==> config.mk <==
export PLATFORM = sky130hd
export DESIGN_NAME = session_gated_sample_queue_core_flat
export DESIGN_NICKNAME = d
export VERILOG_FILES = /design/src/rtl/sgsq_pkg.sv /design/src/rtl/sgsq_if.sv /design/src/rtl/sgsq_store.sv /design/src/rtl/sgsq_ctrl.sv /design/src/rtl/session_gated_sample_queue_core.sv /design/src/flat_wrapper.sv
export SDC_FILE = /design/constraint.sdc
export NUM_CORES = 1
export LEC_CHECK = 0
export BUFFER_PORTS_ARGS = -buffer_cell sky130_fd_sc_hd__buf_2
export CAP_MARGIN = 0
export CORE_MARGIN = 3
export CORE_UTILIZATION = 50
export CTS_CLUSTER_SIZE = 20
export DETAILED_ROUTE_END_ITERATION = 12
export HOLD_SLACK_MARGIN = 0.15
export PLACE_DENSITY = 0.67
export SLEW_MARGIN = 20
export SYNTH_ARGS = -nofsm -noshare
export SYNTH_HDL_FRONTEND = slang
export SYNTH_SLANG_ARGS = --single-unit
==> constraint.sdc <==
create_clock -name clk_i -period 6.22 [get_ports clk_i]
set_input_delay 1.244 -clock clk_i [delete_from_list [all_inputs] [get_ports clk_i]]
set_output_delay 1.244 -clock clk_i [all_outputs]
set_load 0.01 [all_outputs]
==> src/rtl/sgsq_pkg.sv <==
// Shared types and codes of the session-gated sample queue.
// No dependencies; sgsq_if, sgsq_ctrl and the top level import this package.
package sgsq_pkg;

  // Item kinds carried on the input channel.
  typedef enum logic [2:0] {
    KindStart   = 3'd0,
    KindStop    = 3'd1,
    KindHeader  = 3'd2,
    KindElement = 3'd3,
    KindTake    = 3'd4
  } kind_e;

  // Result status codes; the fault register uses the same codes.
  typedef enum logic [2:0] {
    StatusOk        = 3'd0,
    StatusStale     = 3'd1,
    StatusBadAcq    = 3'd2,
    StatusOverflow  = 3'd3,
    StatusExhausted = 3'd4,
    StatusBusy      = 3'd5
  } status_e;

  localparam int unsigned SessionW = 32;
  localparam int unsigned SeqW     = 32;
  localparam int unsigned CountW   = 8;

  // Result of one item, minus the sample value that comes from the store.
  typedef struct packed {
    logic              accepted;
    status_e           status;
    logic [SeqW-1:0]   seq_num;
    status_e           fault;
    logic              take_ok;
  } resp_t;

endpackage

==> src/rtl/sgsq_if.sv <==
// Valid/ready channel interfaces of the session-gated sample queue.
// Depends on sgsq_pkg for field widths.
interface sgsq_in_if #(
  parameter int unsigned SampleWidth = 48
);
  import sgsq_pkg::*;

  logic                   valid;
  logic                   ready;
  logic [2:0]             kind;
  logic [SessionW-1:0]    session;
  logic [SessionW-1:0]    acquisition;
  logic [CountW-1:0]      batch_count;
  logic                   verified;
  logic [SampleWidth-1:0] sample_value;

  modport source (
    output valid, kind, session, acquisition, batch_count, verified, sample_value,
    input  ready
  );
  modport sink (
    input  valid, kind, session, acquisition, batch_count, verified, sample_value,
    output ready
  );
endinterface

interface sgsq_out_if #(
  parameter int unsigned SampleWidth = 48
);
  import sgsq_pkg::*;

  logic                   valid;
  logic                   ready;
  logic                   accepted;
  logic [2:0]             status;
  logic [SeqW-1:0]        out_sequence;
  logic [SampleWidth-1:0] out_value;
  logic [2:0]             latched_fault;

  modport source (
    output valid, accepted, status, out_sequence, out_value, latched_fault,
    input  ready
  );
  modport sink (
    input  valid, accepted, status, out_sequence, out_value, latched_fault,
    output ready
  );
endinterface

==> src/rtl/sgsq_store.sv <==
// Sample memory: one write port, one read port with registered read data.
// Depends on nothing but its parameters.
module sgsq_store #(
  parameter int unsigned Depth = 16,
  parameter int unsigned Width = 48,
  parameter int unsigned AddrW = 4
) (
  input  logic             clk_i,
  input  logic             wr_en_i,
  input  logic [AddrW-1:0] wr_addr_i,
  input  logic [Width-1:0] wr_data_i,
  input  logic             rd_en_i,
  input  logic [AddrW-1:0] rd_addr_i,
  output logic [Width-1:0] rd_data_o
);

  logic [Width-1:0] mem [Depth];
  logic [Width-1:0] rd_data_q;

  always_ff @(posedge clk_i) begin
    if (wr_en_i) begin
      mem[wr_addr_i] <= wr_data_i;
    end
  end

  // Hold read data until the next read.
  always_ff @(posedge clk_i) begin
    if (rd_en_i) begin
      rd_data_q <= mem[rd_addr_i];
    end
  end

  assign rd_data_o = rd_data_q;

endmodule

==> src/rtl/sgsq_ctrl.sv <==
// Session control: session, sequence and ring pointers, header checks.
// Depends on sgsq_pkg; drives the write and read ports of sgsq_store.
module sgsq_ctrl #(
  parameter int unsigned QueueDepth  = 16,
  parameter int unsigned SampleWidth = 48,
  parameter int unsigned SlotW       = 4,
  parameter int unsigned FillW       = 5
) (
  input  logic                      clk_i,
  input  logic                      rst_ni,
  input  logic                      item_accept_i,
  input  logic [2:0]                kind_i,
  input  logic [sgsq_pkg::SessionW-1:0] session_i,
  input  logic [sgsq_pkg::SessionW-1:0] acquisition_i,
  input  logic [sgsq_pkg::CountW-1:0]   batch_count_i,
  input  logic                      verified_i,
  input  logic [SampleWidth-1:0]    sample_value_i,
  output logic                      wr_en_o,
  output logic [SlotW-1:0]          wr_addr_o,
  output logic [SampleWidth-1:0]    wr_data_o,
  output logic                      rd_en_o,
  output logic [SlotW-1:0]          rd_addr_o,
  output sgsq_pkg::resp_t           resp_o
);
  import sgsq_pkg::*;

  localparam int unsigned SumW = FillW + 1;
  localparam int unsigned CmpW = CountW + 1;
  localparam logic [CmpW-1:0]  DepthCmp  = CmpW'(QueueDepth);
  localparam logic [FillW-1:0] DepthFill = FillW'(QueueDepth);
  localparam logic [SumW-1:0]  DepthSum  = SumW'(QueueDepth);
  localparam logic [SlotW-1:0] LastSlot  = SlotW'(QueueDepth - 1);

  logic                running_q, running_d;
  logic [SessionW-1:0] session_q, session_d;
  logic [SessionW-1:0] last_acq_q, last_acq_d;
  logic [SeqW-1:0]     next_seq_q, next_seq_d;
  logic [SlotW-1:0]    read_slot_q, read_slot_d;
  logic [FillW-1:0]    fill_q, fill_d;
  status_e             fault_q, fault_d;
  logic [FillW-1:0]    pending_q, pending_d;

  logic [SumW-1:0]     wr_sum;
  logic [SumW-1:0]     wr_wrap;
  logic [CmpW-1:0]     room;
  logic                bad_batch;
  logic                session_ok;

  // Ring slot of the next append: read_slot + fill, wrapped once.
  assign wr_sum  = SumW'(read_slot_q) + SumW'(fill_q);
  assign wr_wrap = (wr_sum >= DepthSum) ? (wr_sum - DepthSum) : wr_sum;
  assign room    = DepthCmp - CmpW'(fill_q);

  assign session_ok = running_q && (session_i == session_q);
  assign bad_batch  = !verified_i || (batch_count_i == '0)
                   || (CmpW'(batch_count_i) > DepthCmp)
                   || ((acquisition_i - last_acq_q) != SessionW'(1));

  always_comb begin
    running_d   = running_q;
    session_d   = session_q;
    last_acq_d  = last_acq_q;
    next_seq_d  = next_seq_q;
    read_slot_d = read_slot_q;
    fill_d      = fill_q;
    fault_d     = fault_q;
    pending_d   = pending_q;
    wr_en_o     = 1'b0;
    rd_en_o     = 1'b0;
    resp_o.accepted = 1'b0;
    resp_o.status   = StatusBusy;
    resp_o.seq_num  = '0;
    resp_o.take_ok  = 1'b0;

    if (kind_i == KindElement) begin
      if ((pending_q != '0) && (fill_q < DepthFill)) begin
        wr_en_o   = item_accept_i;
        fill_d    = fill_q + FillW'(1);
        pending_d = pending_q - FillW'(1);
        resp_o.accepted = 1'b1;
        resp_o.status   = StatusOk;
      end
    end else if (pending_q == '0) begin
      unique case (kind_i)
        KindStart: begin
          if (running_q) begin
            resp_o.status = StatusBusy;
          end else if ((session_i == '0) || (session_i <= session_q)) begin
            resp_o.status = StatusStale;
          end else begin
            session_d   = session_i;
            last_acq_d  = acquisition_i;
            next_seq_d  = '0;
            read_slot_d = '0;
            fill_d      = '0;
            fault_d     = StatusOk;
            running_d   = 1'b1;
            resp_o.accepted = 1'b1;
            resp_o.status   = StatusOk;
          end
        end
        KindStop: begin
          if (session_i == session_q) begin
            running_d   = 1'b0;
            read_slot_d = '0;
            fill_d      = '0;
            resp_o.accepted = 1'b1;
            resp_o.status   = StatusOk;
          end else begin
            resp_o.status = StatusStale;
          end
        end
        KindHeader: begin
          priority if (!session_ok) begin
            resp_o.status = StatusStale;
          end else if (bad_batch) begin
            resp_o.status = StatusBadAcq;
          end else if (CmpW'(batch_count_i) > room) begin
            resp_o.status = StatusOverflow;
          end else if (SeqW'(batch_count_i) > ~next_seq_q) begin
            resp_o.status = StatusExhausted;
          end else begin
            next_seq_d = next_seq_q + SeqW'(batch_count_i);
            last_acq_d = acquisition_i;
            pending_d  = FillW'(batch_count_i);
            resp_o.accepted = 1'b1;
            resp_o.status   = StatusOk;
          end
          // Any failure past the session check stops the session.
          if (session_ok && !resp_o.accepted) begin
            running_d   = 1'b0;
            read_slot_d = '0;
            fill_d      = '0;
            fault_d     = resp_o.status;
          end
        end
        KindTake: begin
          if (!session_ok) begin
            resp_o.status = StatusStale;
          end else if (fill_q == '0) begin
            resp_o.status = StatusBusy;
          end else begin
            rd_en_o     = item_accept_i;
            read_slot_d = (read_slot_q == LastSlot) ? '0 : read_slot_q + SlotW'(1);
            fill_d      = fill_q - FillW'(1);
            resp_o.accepted = 1'b1;
            resp_o.status   = StatusOk;
            resp_o.seq_num  = next_seq_q - SeqW'(fill_q) + SeqW'(1);
            resp_o.take_ok  = 1'b1;
          end
        end
        default: begin
          resp_o.status = StatusBusy;
        end
      endcase
    end

    resp_o.fault = fault_d;
  end

  assign wr_addr_o = SlotW'(wr_wrap);
  assign wr_data_o = sample_value_i;
  assign rd_addr_o = read_slot_q;

  always_ff @(posedge clk_i or negedge rst_ni) begin
    if (!rst_ni) begin
      running_q   <= 1'b0;
      session_q   <= '0;
      last_acq_q  <= '0;
      next_seq_q  <= '0;
      read_slot_q <= '0;
      fill_q      <= '0;
      fault_q     <= StatusOk;
      pending_q   <= '0;
    end else if (item_accept_i) begin
      running_q   <= running_d;
      session_q   <= session_d;
      last_acq_q  <= last_acq_d;
      next_seq_q  <= next_seq_d;
      read_slot_q <= read_slot_d;
      fill_q      <= fill_d;
      fault_q     <= fault_d;
      pending_q   <= pending_d;
    end
  end

endmodule

==> src/rtl/session_gated_sample_queue_core.sv <==
// Top level of the session-gated sample queue: control, sample store, result pipe.
// Depends on sgsq_pkg, sgsq_if, sgsq_ctrl and sgsq_store.
//
//   channel  dir  modport        carries
//   in_i     in   sgsq_in_if     kind, session, acquisition, batch_count, verified, sample
//   out_o    out  sgsq_out_if    accepted, status, out_sequence, out_value, latched_fault
//
// One word enters per cycle while in_i.ready is high; each gives one result word
// through state update at accept, store read, then the output register.
// Every word passes the read stage, take or not, so the latency is the same
// for all kinds; the stage only exists to wait for the store read data.
// Reset clears session, pointers, fault and pipe valid bits; the store is
// not cleared, since a take only reads written entries.
// A stalled output holds the pipe, and in_i.ready falls only when both
// the read stage and the output register are full and not drained.
module session_gated_sample_queue_core #(
  parameter int unsigned QUEUE_DEPTH  = 16,
  parameter int unsigned SAMPLE_WIDTH = 48
) (
  input  logic       clk_i,
  input  logic       rst_ni,
  sgsq_in_if.sink    in_i,
  sgsq_out_if.source out_o
);
  import sgsq_pkg::*;

  localparam int unsigned SlotW = (QUEUE_DEPTH > 1) ? $clog2(QUEUE_DEPTH) : 1;
  localparam int unsigned FillW = $clog2(QUEUE_DEPTH + 1);

  logic                    in_accept;
  logic                    in_ready;
  logic                    s1_adv;
  logic                    wr_en;
  logic [SlotW-1:0]        wr_addr;
  logic [SAMPLE_WIDTH-1:0] wr_data;
  logic                    rd_en;
  logic [SlotW-1:0]        rd_addr;
  logic [SAMPLE_WIDTH-1:0] rd_data;
  resp_t                   resp;

  // Read stage: the result waits here for the store data.
  logic                    s1_valid_q;
  resp_t                   s1_meta_q;

  // Output register.
  logic                    out_valid_q;
  resp_t                   out_meta_q;
  logic [SAMPLE_WIDTH-1:0] out_value_q;

  // Advance the read stage whenever the output register is free or draining.
  assign s1_adv    = !out_valid_q || out_o.ready;
  assign in_ready  = !s1_valid_q || s1_adv;
  assign in_accept = in_i.valid && in_ready;
  assign in_i.ready = in_ready;

  sgsq_ctrl #(
    .QueueDepth  (QUEUE_DEPTH),
    .SampleWidth (SAMPLE_WIDTH),
    .SlotW       (SlotW),
    .FillW       (FillW)
  ) u_ctrl (
    .clk_i          (clk_i),
    .rst_ni         (rst_ni),
    .item_accept_i  (in_accept),
    .kind_i         (in_i.kind),
    .session_i      (in_i.session),
    .acquisition_i  (in_i.acquisition),
    .batch_count_i  (in_i.batch_count),
    .verified_i     (in_i.verified),
    .sample_value_i (in_i.sample_value),
    .wr_en_o        (wr_en),
    .wr_addr_o      (wr_addr),
    .wr_data_o      (wr_data),
    .rd_en_o        (rd_en),
    .rd_addr_o      (rd_addr),
    .resp_o         (resp)
  );

  sgsq_store #(
    .Depth (QUEUE_DEPTH),
    .Width (SAMPLE_WIDTH),
    .AddrW (SlotW)
  ) u_store (
    .clk_i     (clk_i),
    .wr_en_i   (wr_en),
    .wr_addr_i (wr_addr),
    .wr_data_i (wr_data),
    .rd_en_i   (rd_en),
    .rd_addr_i (rd_addr),
    .rd_data_o (rd_data)
  );

  // Pipe valid bits.
  always_ff @(posedge clk_i or negedge rst_ni) begin
    if (!rst_ni) begin
      s1_valid_q  <= 1'b0;
      out_valid_q <= 1'b0;
    end else begin
      if (in_ready) begin
        s1_valid_q <= in_i.valid;
      end
      if (s1_adv) begin
        out_valid_q <= s1_valid_q;
      end
    end
  end

  // Pipe payload: capture on accept, move on advance.
  always_ff @(posedge clk_i) begin
    if (in_accept) begin
      s1_meta_q <= resp;
    end
    if (s1_adv && s1_valid_q) begin
      out_meta_q  <= s1_meta_q;
      out_value_q <= s1_meta_q.take_ok ? rd_data : '0;
    end
  end

  assign out_o.valid         = out_valid_q;
  assign out_o.accepted      = out_meta_q.accepted;
  assign out_o.status        = out_meta_q.status;
  assign out_o.out_sequence  = out_meta_q.seq_num;
  assign out_o.out_value     = out_value_q;
  assign out_o.latched_fault = out_meta_q.fault;

  // A waiting read-stage word must hold until the output register frees.
  a_s1_hold: assert property (@(posedge clk_i) disable iff (!rst_ni)
    (s1_valid_q && !s1_adv) |=> (s1_valid_q && $stable(s1_meta_q)))
    else $error("read stage word lost or changed while stalled");

  // A store read is issued only for an accepted word.
  a_rd_on_accept: assert property (@(posedge clk_i) disable iff (!rst_ni)
    rd_en |-> in_accept)
    else $error("store read without an accepted word");

  // Only an accepted take carries a sample value.
  a_value_zero: assert property (@(posedge clk_i) disable iff (!rst_ni)
    (out_valid_q && !out_meta_q.take_ok) |-> (out_value_q == '0))
    else $error("sample value on a result that is not a take");

endmodule
==> src/flat_wrapper.sv <==
// flat-port wrapper written by rule: the top's interface ports become plain ports
module session_gated_sample_queue_core_flat import sgsq_pkg::*;
#(
  parameter int unsigned QUEUE_DEPTH  = 16,
  parameter int unsigned SAMPLE_WIDTH = 48
)
  (clk_i, rst_ni, in_i_valid, in_i_kind, in_i_session, in_i_acquisition, in_i_batch_count, in_i_verified, in_i_sample_value, in_i_ready, out_o_valid, out_o_accepted, out_o_status, out_o_out_sequence, out_o_out_value, out_o_latched_fault, out_o_ready);
  sgsq_in_if in_i_i ();
  sgsq_out_if out_o_i ();
  input  logic clk_i;
  input  logic rst_ni;
  input wire logic [$bits(in_i_i.valid)-1:0] in_i_valid;
  input wire logic [$bits(in_i_i.kind)-1:0] in_i_kind;
  input wire logic [$bits(in_i_i.session)-1:0] in_i_session;
  input wire logic [$bits(in_i_i.acquisition)-1:0] in_i_acquisition;
  input wire logic [$bits(in_i_i.batch_count)-1:0] in_i_batch_count;
  input wire logic [$bits(in_i_i.verified)-1:0] in_i_verified;
  input wire logic [$bits(in_i_i.sample_value)-1:0] in_i_sample_value;
  output wire logic [$bits(in_i_i.ready)-1:0] in_i_ready;
  output wire logic [$bits(out_o_i.valid)-1:0] out_o_valid;
  output wire logic [$bits(out_o_i.accepted)-1:0] out_o_accepted;
  output wire logic [$bits(out_o_i.status)-1:0] out_o_status;
  output wire logic [$bits(out_o_i.out_sequence)-1:0] out_o_out_sequence;
  output wire logic [$bits(out_o_i.out_value)-1:0] out_o_out_value;
  output wire logic [$bits(out_o_i.latched_fault)-1:0] out_o_latched_fault;
  input wire logic [$bits(out_o_i.ready)-1:0] out_o_ready;
  assign in_i_i.valid = in_i_valid;
  assign in_i_i.kind = in_i_kind;
  assign in_i_i.session = in_i_session;
  assign in_i_i.acquisition = in_i_acquisition;
  assign in_i_i.batch_count = in_i_batch_count;
  assign in_i_i.verified = in_i_verified;
  assign in_i_i.sample_value = in_i_sample_value;
  assign in_i_ready = in_i_i.ready;
  assign out_o_valid = out_o_i.valid;
  assign out_o_accepted = out_o_i.accepted;
  assign out_o_status = out_o_i.status;
  assign out_o_out_sequence = out_o_i.out_sequence;
  assign out_o_out_value = out_o_i.out_value;
  assign out_o_latched_fault = out_o_i.latched_fault;
  assign out_o_i.ready = out_o_ready;
  session_gated_sample_queue_core #(.QUEUE_DEPTH(QUEUE_DEPTH), .SAMPLE_WIDTH(SAMPLE_WIDTH)) u_core (.clk_i(clk_i), .rst_ni(rst_ni), .in_i(in_i_i), .out_o(out_o_i));
endmodule
==> impl_metrics.env, run 1 <==
export IMPL_worstPathArrival_ps=5820
export IMPL_wl_mm=111
export IMPL_clkSinkCount=1059
export IMPL_port_buffers=216
export IMPL_min_period_ps=5270
export IMPL_ctsHtreeMaxLevel=3
export IMPL_cp_top_family="compound AO/OA/AOI/OAI gates"
export IMPL_fp_dieW_um=311
export IMPL_synth_seq_cells=1059
export IMPL_final_area_um2=52800
export IMPL_antenna_left=0
export IMPL_drt_iter0_drc=2480
export IMPL_rrSetupSlack_ps=1270
export IMPL_routabilityCongestion=0.897
export IMPL_synth_net_count=3421
export IMPL_ys_top_cells_by_count="edfxtp_1 (943), nand2_1 (214), o21ai_0 (205), mux2i_1 (171), ha_1 (148)"
export IMPL_synthTopCellsByArea="edfxtp_1 (61%), dfrtp_1 (6.2%), mux4_2 (4.6%)"
export IMPL_nets=3657
export IMPL_postSynthCellCount=3141
export IMPL_ys_flop_type="edfxtp_1"
export IMPL_wl_per_cell_um=23.4
export IMPL_grt_max_degree=116
export IMPL_worstReg2RegStart="u_core.u_ctrl.last_acq_q[0]"
export IMPL_clockBufferDepth=3
export IMPL_cts_hold_buffers=0
export IMPL_die_height_um=311
export IMPL_relSlewSlack_pct=31.4
export IMPL_drv_cap=0
export IMPL_slew_viol_final=0
export IMPL_hold_path_class="reg -> reg"
export IMPL_slowest_delay_ps=560
export IMPL_first_pass_iters=7
export IMPL_place_area_um2=49300
export IMPL_fp_dieArea_um2=97000
export IMPL_cp_slowest_cell="a2111o_1"
export IMPL_yosys_warnings=0
export IMPL_synth_area_leader_cell="edfxtp_1"
export IMPL_ir_drop_mv=0.240
export IMPL_avgSynthCellArea_um2=14.9
export IMPL_hpwlAfterDp_mm=65.6
export IMPL_fin_cells=4720
export IMPL_synth_seq_area_share_pct=66.9
export IMPL_path_class="in -> reg"
export IMPL_areaGrowthSynthToFinish_pct=13.2
export IMPL_track_usage_pct=22.7
export IMPL_cp_required_ps=6770
export IMPL_cts_resized_gates=0
export IMPL_worstHoldStart="u_core.s1_meta_q[29]"
export IMPL_antenna_found_initial=16
export IMPL_worst_pin_slew_ps=1030
export IMPL_drive_gt1_share_pct=18.6
export IMPL_crit_fanout=33
export IMPL_start_util_pct=50.7
export IMPL_cts_tree="yes"
export IMPL_power_density_nw_per_um2=353
export IMPL_synth_most_common_cell="edfxtp_1"
export IMPL_vias=27800
export IMPL_multi_input_area_um2=14600
export IMPL_regArea_um2=31200
export IMPL_endpoint_kind="flop"
export IMPL_grt_pass1_vias=28439
export IMPL_synth_distinct_cells=80
export IMPL_numPlacedInstances=4513
export IMPL_clk_pin_slew_worst_paths_ps=50
export IMPL_synth_edf_count=943
export IMPL_via_per_inst=5.89
export IMPL_grt_setup_unrepaired="false"
export IMPL_clk_insertion_delay_late_ps=690
export IMPL_grt_pass1_wl_mm=170
export IMPL_syn_area_um2=46700
export IMPL_hold_violations=0
export IMPL_cp_num_buf_inv=4
export IMPL_core_um2=92100
export IMPL_crit_path_cell_trace="buf_2 > inv_1 > ha_1 > fa_1 > nand2b_1 > a21o_1 > a211o_1 > a2111o_1 > a21oi_1 > o21ai_0 > a2111oi_0 > nand4_1 > o31ai_4 > buf_4 > buf_4 > nand2_1 > o21ai_0"
export IMPL_cts_root_buf="clkbuf_16"
export IMPL_gr_total_overflow=0
export IMPL_numCtsBuffers=105
export IMPL_pin_count=217
export IMPL_async_reset_ff_share_pct=11.0
export IMPL_crit_path_start_kind="primary input"
export IMPL_setup_violations=0
export IMPL_rr_worst_depth=15
export IMPL_cts_setup_buffers=0
export IMPL_worst_hold_path_num_cells=0
export IMPL_synth_top_area_share_pct=60.7
export IMPL_finalCritPeriodShare_pct=84.8
export IMPL_reg2reg_to="u_core.u_ctrl.last_acq_q[25]"
export IMPL_clock_skew_final_ps=53.0
export IMPL_num_rows=111
export IMPL_fin_setup_tns_ps=0
export IMPL_min_to="u_core.out_o.out_sequence[25]"
export IMPL_nFillCells=7182
export IMPL_drcViolationCount=0
export IMPL_clock_fmax_mhz=190
export IMPL_p_leak_nw=18.7
export IMPL_outcome="complete, no violations"
## power by group
part | switching, mW | total [mW] | internal, mW
combinational | 2.51 | 4.03 | 1.52
sequential | 0.209 | 8.29 | 8.08
clock | 2.69 | 6.31 | 3.62
total | 5.41 | 18.6 | 13.2
## state kept, by name, indices dropped and copies added, names as in the netlist
register                    cells
u_core.u_ctrl.running_q         1
u_core.u_ctrl.fault_q           3
u_core.out_o.out_sequence      32
u_core.out_o.valid              1
u_core.u_store.rd_data_o       48
u_core.u_ctrl.next_seq_q       32
u_core.out_o.out_value         48
u_core.s1_valid_q               1
u_core.out_o.accepted           1
u_core.u_ctrl.rd_addr_o         4
u_core.out_o.latched_fault      3
u_core.u_ctrl.pending_q         5
u_core.out_o.status             3
u_core.u_ctrl.fill_q            5
u_core.s1_meta_q               40
u_core.u_store.mem            768
u_core.u_ctrl.last_acq_q       32
u_core.u_ctrl.session_q        32
## cells in the final DEF, fill, tap and decap left out, types with 9 or more instances in the layout
| master | n |
|---|---|
| mux4_2 | 96 |
| a211oi_1 | 16 |
| dfrtp_1 | 112 |
| diode_2 | 9 |
| nand4_1 | 35 |
| mux2_2 | 86 |
| a21oi_1 | 135 |
| bufinv_16 | 12 |
| o211ai_1 | 15 |
| o21ai_0 | 205 |
| clkinv_2 | 19 |
| or3_1 | 14 |
| a31oi_1 | 10 |
| xnor2_1 | 22 |
| nand3_1 | 44 |
| nand2_1 | 214 |
| nor2b_1 | 16 |
| xor2_1 | 27 |
| a21o_1 | 42 |
| a221oi_1 | 52 |
| ha_1 | 148 |
| buf_2 | 215 |
| nor4_1 | 13 |
| or2_2 | 9 |
| o21a_1 | 17 |
| inv_1 | 129 |
| clkbuf_1 | 21 |
| edfxtp_1 | 943 |
| clkbuf_16 | 105 |
| o21bai_1 | 12 |
| buf_4 | 38 |
| and3_1 | 15 |
| and2_1 | 58 |
| mux2i_1 | 171 |
| nand2b_1 | 21 |
| nor2_1 | 102 |
| nor3_1 | 32 |
| a22oi_1 | 50 |
| clkinv_1 | 27 |
| nor2_4 | 17 |
## layer usage
metal	wire, µm	global-route usage (%)	share of wire, %	up-vias
met3	5710	3.50	5.2	232
met5	27	0	0.024	-
met1	46400	30.3	42	14047
met2	54900	38.3	50	834
li1	-	-	-	12683
met4	3460	7.41	3.1	4
## how the worst max path moves through the flow
stage,slack (ps),to,startpoint,cells after the start
3_3_place_gp,470,u_core.u_ctrl.last_acq_q[29],in_i_acquisition[0],16
5_1_grt,590,u_core.u_ctrl.last_acq_q[25],in_i_acquisition[0],17
6_report,950,u_core.u_ctrl.last_acq_q[25],in_i_acquisition[0],17
2_1_floorplan,1000,u_core.u_store.mem[4][0],in_i_kind[1],6
4_1_cts,1000,u_core.u_ctrl.last_acq_q[25],in_i_acquisition[0],17
3_5_place_dp,280,u_core.u_ctrl.last_acq_q[25],in_i_acquisition[0],17
## layout make-up
class	instances	share of cell area [%]
repair buffers	260	2.84
diodes	9	0.0426
flip-flops and latches	1059	59.1
well taps	1243	2.94
inverters	130	0.924
multi-input cells	1821	27.6
clock inverters	72	1.42
clock buffers	126	5.12
## per-stage QoR
step	hold slack [ps]	total power [mW]	util (%)	setup slack (ps)
global placement	402	12.3	53.6	473
detailed placement	405	12.4	53.6	284
floorplan	400	11.2	-	1000
global route	424	19.5	57.4	590
finish	416	18.6	57.4	945
CTS	418	18.8	57.3	1000
## worst register-to-register path, cell delays in order, from the launching register on
cell	delay (ps)
dfrtp_1	380
ha_1	220
fa_1	440
nand2b_1	180
a21o_1	190
a211o_1	360
a2111o_1	560
a21oi_1	190
o21ai_0	120
a2111oi_0	450
nand4_1	420
o31ai_4	420
buf_4	350
buf_4	340
nand2_1	100
o21ai_0	100
## cells by family after synthesis
family,count (synthesis),synth area share (%)
AOI/OAI and AO/OA,631,8.75
xor gates and xnor gates,49,0.920
adders and majority gates,152,4.14
buffers and inverters,261,2.16
DFF,1059,66.9
muxes,353,10.4
and+or+nand+nor,636,6.74
Note: power is estimated with default switching activity, not from simulation.
==> inputs of run 2 (changes only) <==
--- a/config.mk
+++ b/config.mk
@@ -12,7 +12,7 @@
 export CTS_CLUSTER_SIZE = 20
 export DETAILED_ROUTE_END_ITERATION = 12
 export HOLD_SLACK_MARGIN = 0.15
-export PLACE_DENSITY = 0.67
+export PLACE_DENSITY = 0.7
 export SLEW_MARGIN = 20
 export SYNTH_ARGS = -nofsm -noshare
 export SYNTH_HDL_FRONTEND = slang
==> constraint.sdc (replaced) <==
create_clock -name clk_i -period 4.4 [get_ports clk_i]
set_input_delay 0.88 -clock clk_i [delete_from_list [all_inputs] [get_ports clk_i]]
set_output_delay 0.88 -clock clk_i [all_outputs]
set_load 0.01 [all_outputs]
==> impl_metrics.env, run 2 (same netlist as run 1, synthesis figures left out) <==
export IMPL_grt_max_degree=92
export IMPL_via_per_inst=5.83
export IMPL_crit_path_start_kind="flop"
export IMPL_track_usage_pct=22.3
export IMPL_hpwlAfterDp_mm=65.4
export IMPL_worst_pin_slew_ps=1090
export IMPL_routabilityCongestion=0.935
export IMPL_setup_ws_ps=167
export IMPL_crit_fanout=12
export IMPL_drcViolationCount=0
export IMPL_clk_insertion_delay_late_ps=690
export IMPL_wl_per_cell_um=22.6
export IMPL_min_period_ps=4230
export IMPL_areaGrowthSynthToFinish_pct=15.7
export IMPL_holdWs_ps=289
export IMPL_clockBufferDepth=3
export IMPL_wl_mm=110
export IMPL_core_um2=92100
export IMPL_path_class="reg -> reg"
export IMPL_numPlacedInstances=4643
export IMPL_antenna_found_initial=21
export IMPL_drv_cap=0
export IMPL_vias=28319
export IMPL_grt_pass1_wl_mm=167
export IMPL_start_util_pct=50.7
export IMPL_ir_drop_mv=0.383
export IMPL_worstReg2RegStart="u_core.u_ctrl.last_acq_q[0]"
export IMPL_cts_root_buf="clkbuf_16"
export IMPL_rrSetupSlack_ps=170
export IMPL_port_buffers=216
export IMPL_gr_total_overflow=0
export IMPL_cts_tree="yes"
export IMPL_ctsHtreeMaxLevel=3
export IMPL_rr_worst_depth=15
export IMPL_num_rows=111
export IMPL_worstPathArrival_ps=4800
export IMPL_first_pass_iters=7
export IMPL_largest_register_ffs=768
export IMPL_nets=3794
export IMPL_p_leak_nw=19.3
export IMPL_outcome="complete, no violations"
export IMPL_clk_pin_slew_worst_paths_ps=60
export IMPL_fin_cells=4856
export IMPL_drive_gt1_share_pct=21.9
export IMPL_finalCritPeriodShare_pct=96.2
export IMPL_clock_skew_final_ps=32.6
export IMPL_cp_required_ps=4970
export IMPL_die_height_um=311
export IMPL_reg2reg_to="u_core.u_ctrl.next_seq_q[4]"
export IMPL_numCtsBuffers=107
export IMPL_clock_fmax_mhz=236
export IMPL_setup_violations=0
export IMPL_power_density_nw_per_um2=495
export IMPL_mostFrequentLayoutCell="edfxtp_1"
export IMPL_drt_iter0_drc=2634
export IMPL_hold_path_class="in -> async"
export IMPL_top_register="u_core.u_store.mem"
export IMPL_clkSinkCount=1059
export IMPL_final_core_util_pct=58.6
export IMPL_grt_pass1_vias=27954
export IMPL_final_cell_mix="edfxtp_1 (943), buf_2 (215), nand2_1 (213), o21ai_0 (205), mux2i_1 (171)"
export IMPL_nFillCells=7090
export IMPL_hold_violations=0
export IMPL_place_ws_ps=-589
export IMPL_relSlewSlack_pct=27.4
export IMPL_fp_dieArea_um2=97000
export IMPL_endpoint_kind="flop"
export IMPL_antenna_left=0
export IMPL_fp_dieW_um=311
export IMPL_pin_count=217
export IMPL_slew_viol_final=0
-- run 2: changes by cell type in the layout (fill, tap and decap cells not counted), sizes merged --
| cell | before | now |
|---|---|---|
| buf | 260 | 394 |
| clkinv | 51 | 49 |
| inv | 133 | 135 |
| clkbuf | 126 | 131 |
| bufinv | 12 | 7 |
| clkinvlp | 6 | 8 |
-- run 2: report_power, final --
group / switching, mW / total [mW] / leakage, nW / internal, mW
logic: 3.70 / 6.31 / 7.66 / 2.62
clock network: 3.82 / 8.79 / 1.64 / 4.96
registers: 0.211 / 11.6 / 10.0 / 11.4
total: 7.73 / 26.7 / 19.3 / 19.0
-- run 2: final cells by class --
| cell class | instances | area, µm² | area share (%) |
|---|---|---|---|
| flip-flops and latches | 1059 | 31200 | 57.8 |
| multi-input cells | 1821 | 14600 | 27.0 |
| clock buffers | 130 | 2810 | 5.20 |
| repair buffers | 395 | 2700 | 5.01 |
| well taps | 1243 | 1560 | 2.88 |
| clock inverters | 69 | 599 | 1.11 |
| inverters | 130 | 488 | 0.904 |
| diodes | 9 | 22.5 | 0.0417 |
-- run 2: routing by layer --
metal	wire length, µm	vias up	GRT usage [%]
met5	72	-	0
met4	2790	12	7.22
met3	7760	184	3.78
met2	52500	993	36.3
met1	46400	14185	30.9
li1	-	12945	-
-- run 2: worst max-delay path, cell delays in order, from the launching register on --
cell       delay (ps)
dfrtp_1           380
ha_1              210
fa_1              380
nand2b_1          170
a21o_1            190
a211o_1           360
a2111o_1          530
a21oi_2           190
o21ai_0           130
a2111oi_1         380
nand4_1           170
buf_4             190
o31ai_4           180
buf_4             190
buf_12            150
mux2_2            330
-- run 2: timing repair --
item / 4_1_cts / 5_1_grt
endpoints found under the setup margin: 0 / 82
resized for setup: 0 / 6
setup buffers: 0 / 4
hold buffers: 0 / 0
-- run 2: worst max path at each step --
stage                                      from                           to  slack [ps]  cells past startpoint
floorplan                          in_i_kind[1]     u_core.u_store.mem[4][0]        -450                      6
global placement            in_i_acquisition[0]  u_core.u_ctrl.last_acq_q[5]        -450                     17
detailed placement          in_i_acquisition[0]  u_core.u_ctrl.last_acq_q[1]        -590                     17
CTS                 u_core.u_ctrl.last_acq_q[0]  u_core.u_ctrl.last_acq_q[0]          30                     14
global route        u_core.u_ctrl.last_acq_q[0]  u_core.u_ctrl.next_seq_q[5]         -50                     17
finish              u_core.u_ctrl.last_acq_q[0]  u_core.u_ctrl.next_seq_q[4]         170                     15
-- run 2: stage by stage --
stage	cell area, µm²	power (mW)	TNS (ps)
floorplan	46700	15.8	-221700
global placement	50500	18.0	-29450
finish	54000	26.7	0
detailed placement	50500	18.0	-42630
global route	54000	28.1	-290
CTS	53900	26.8	0
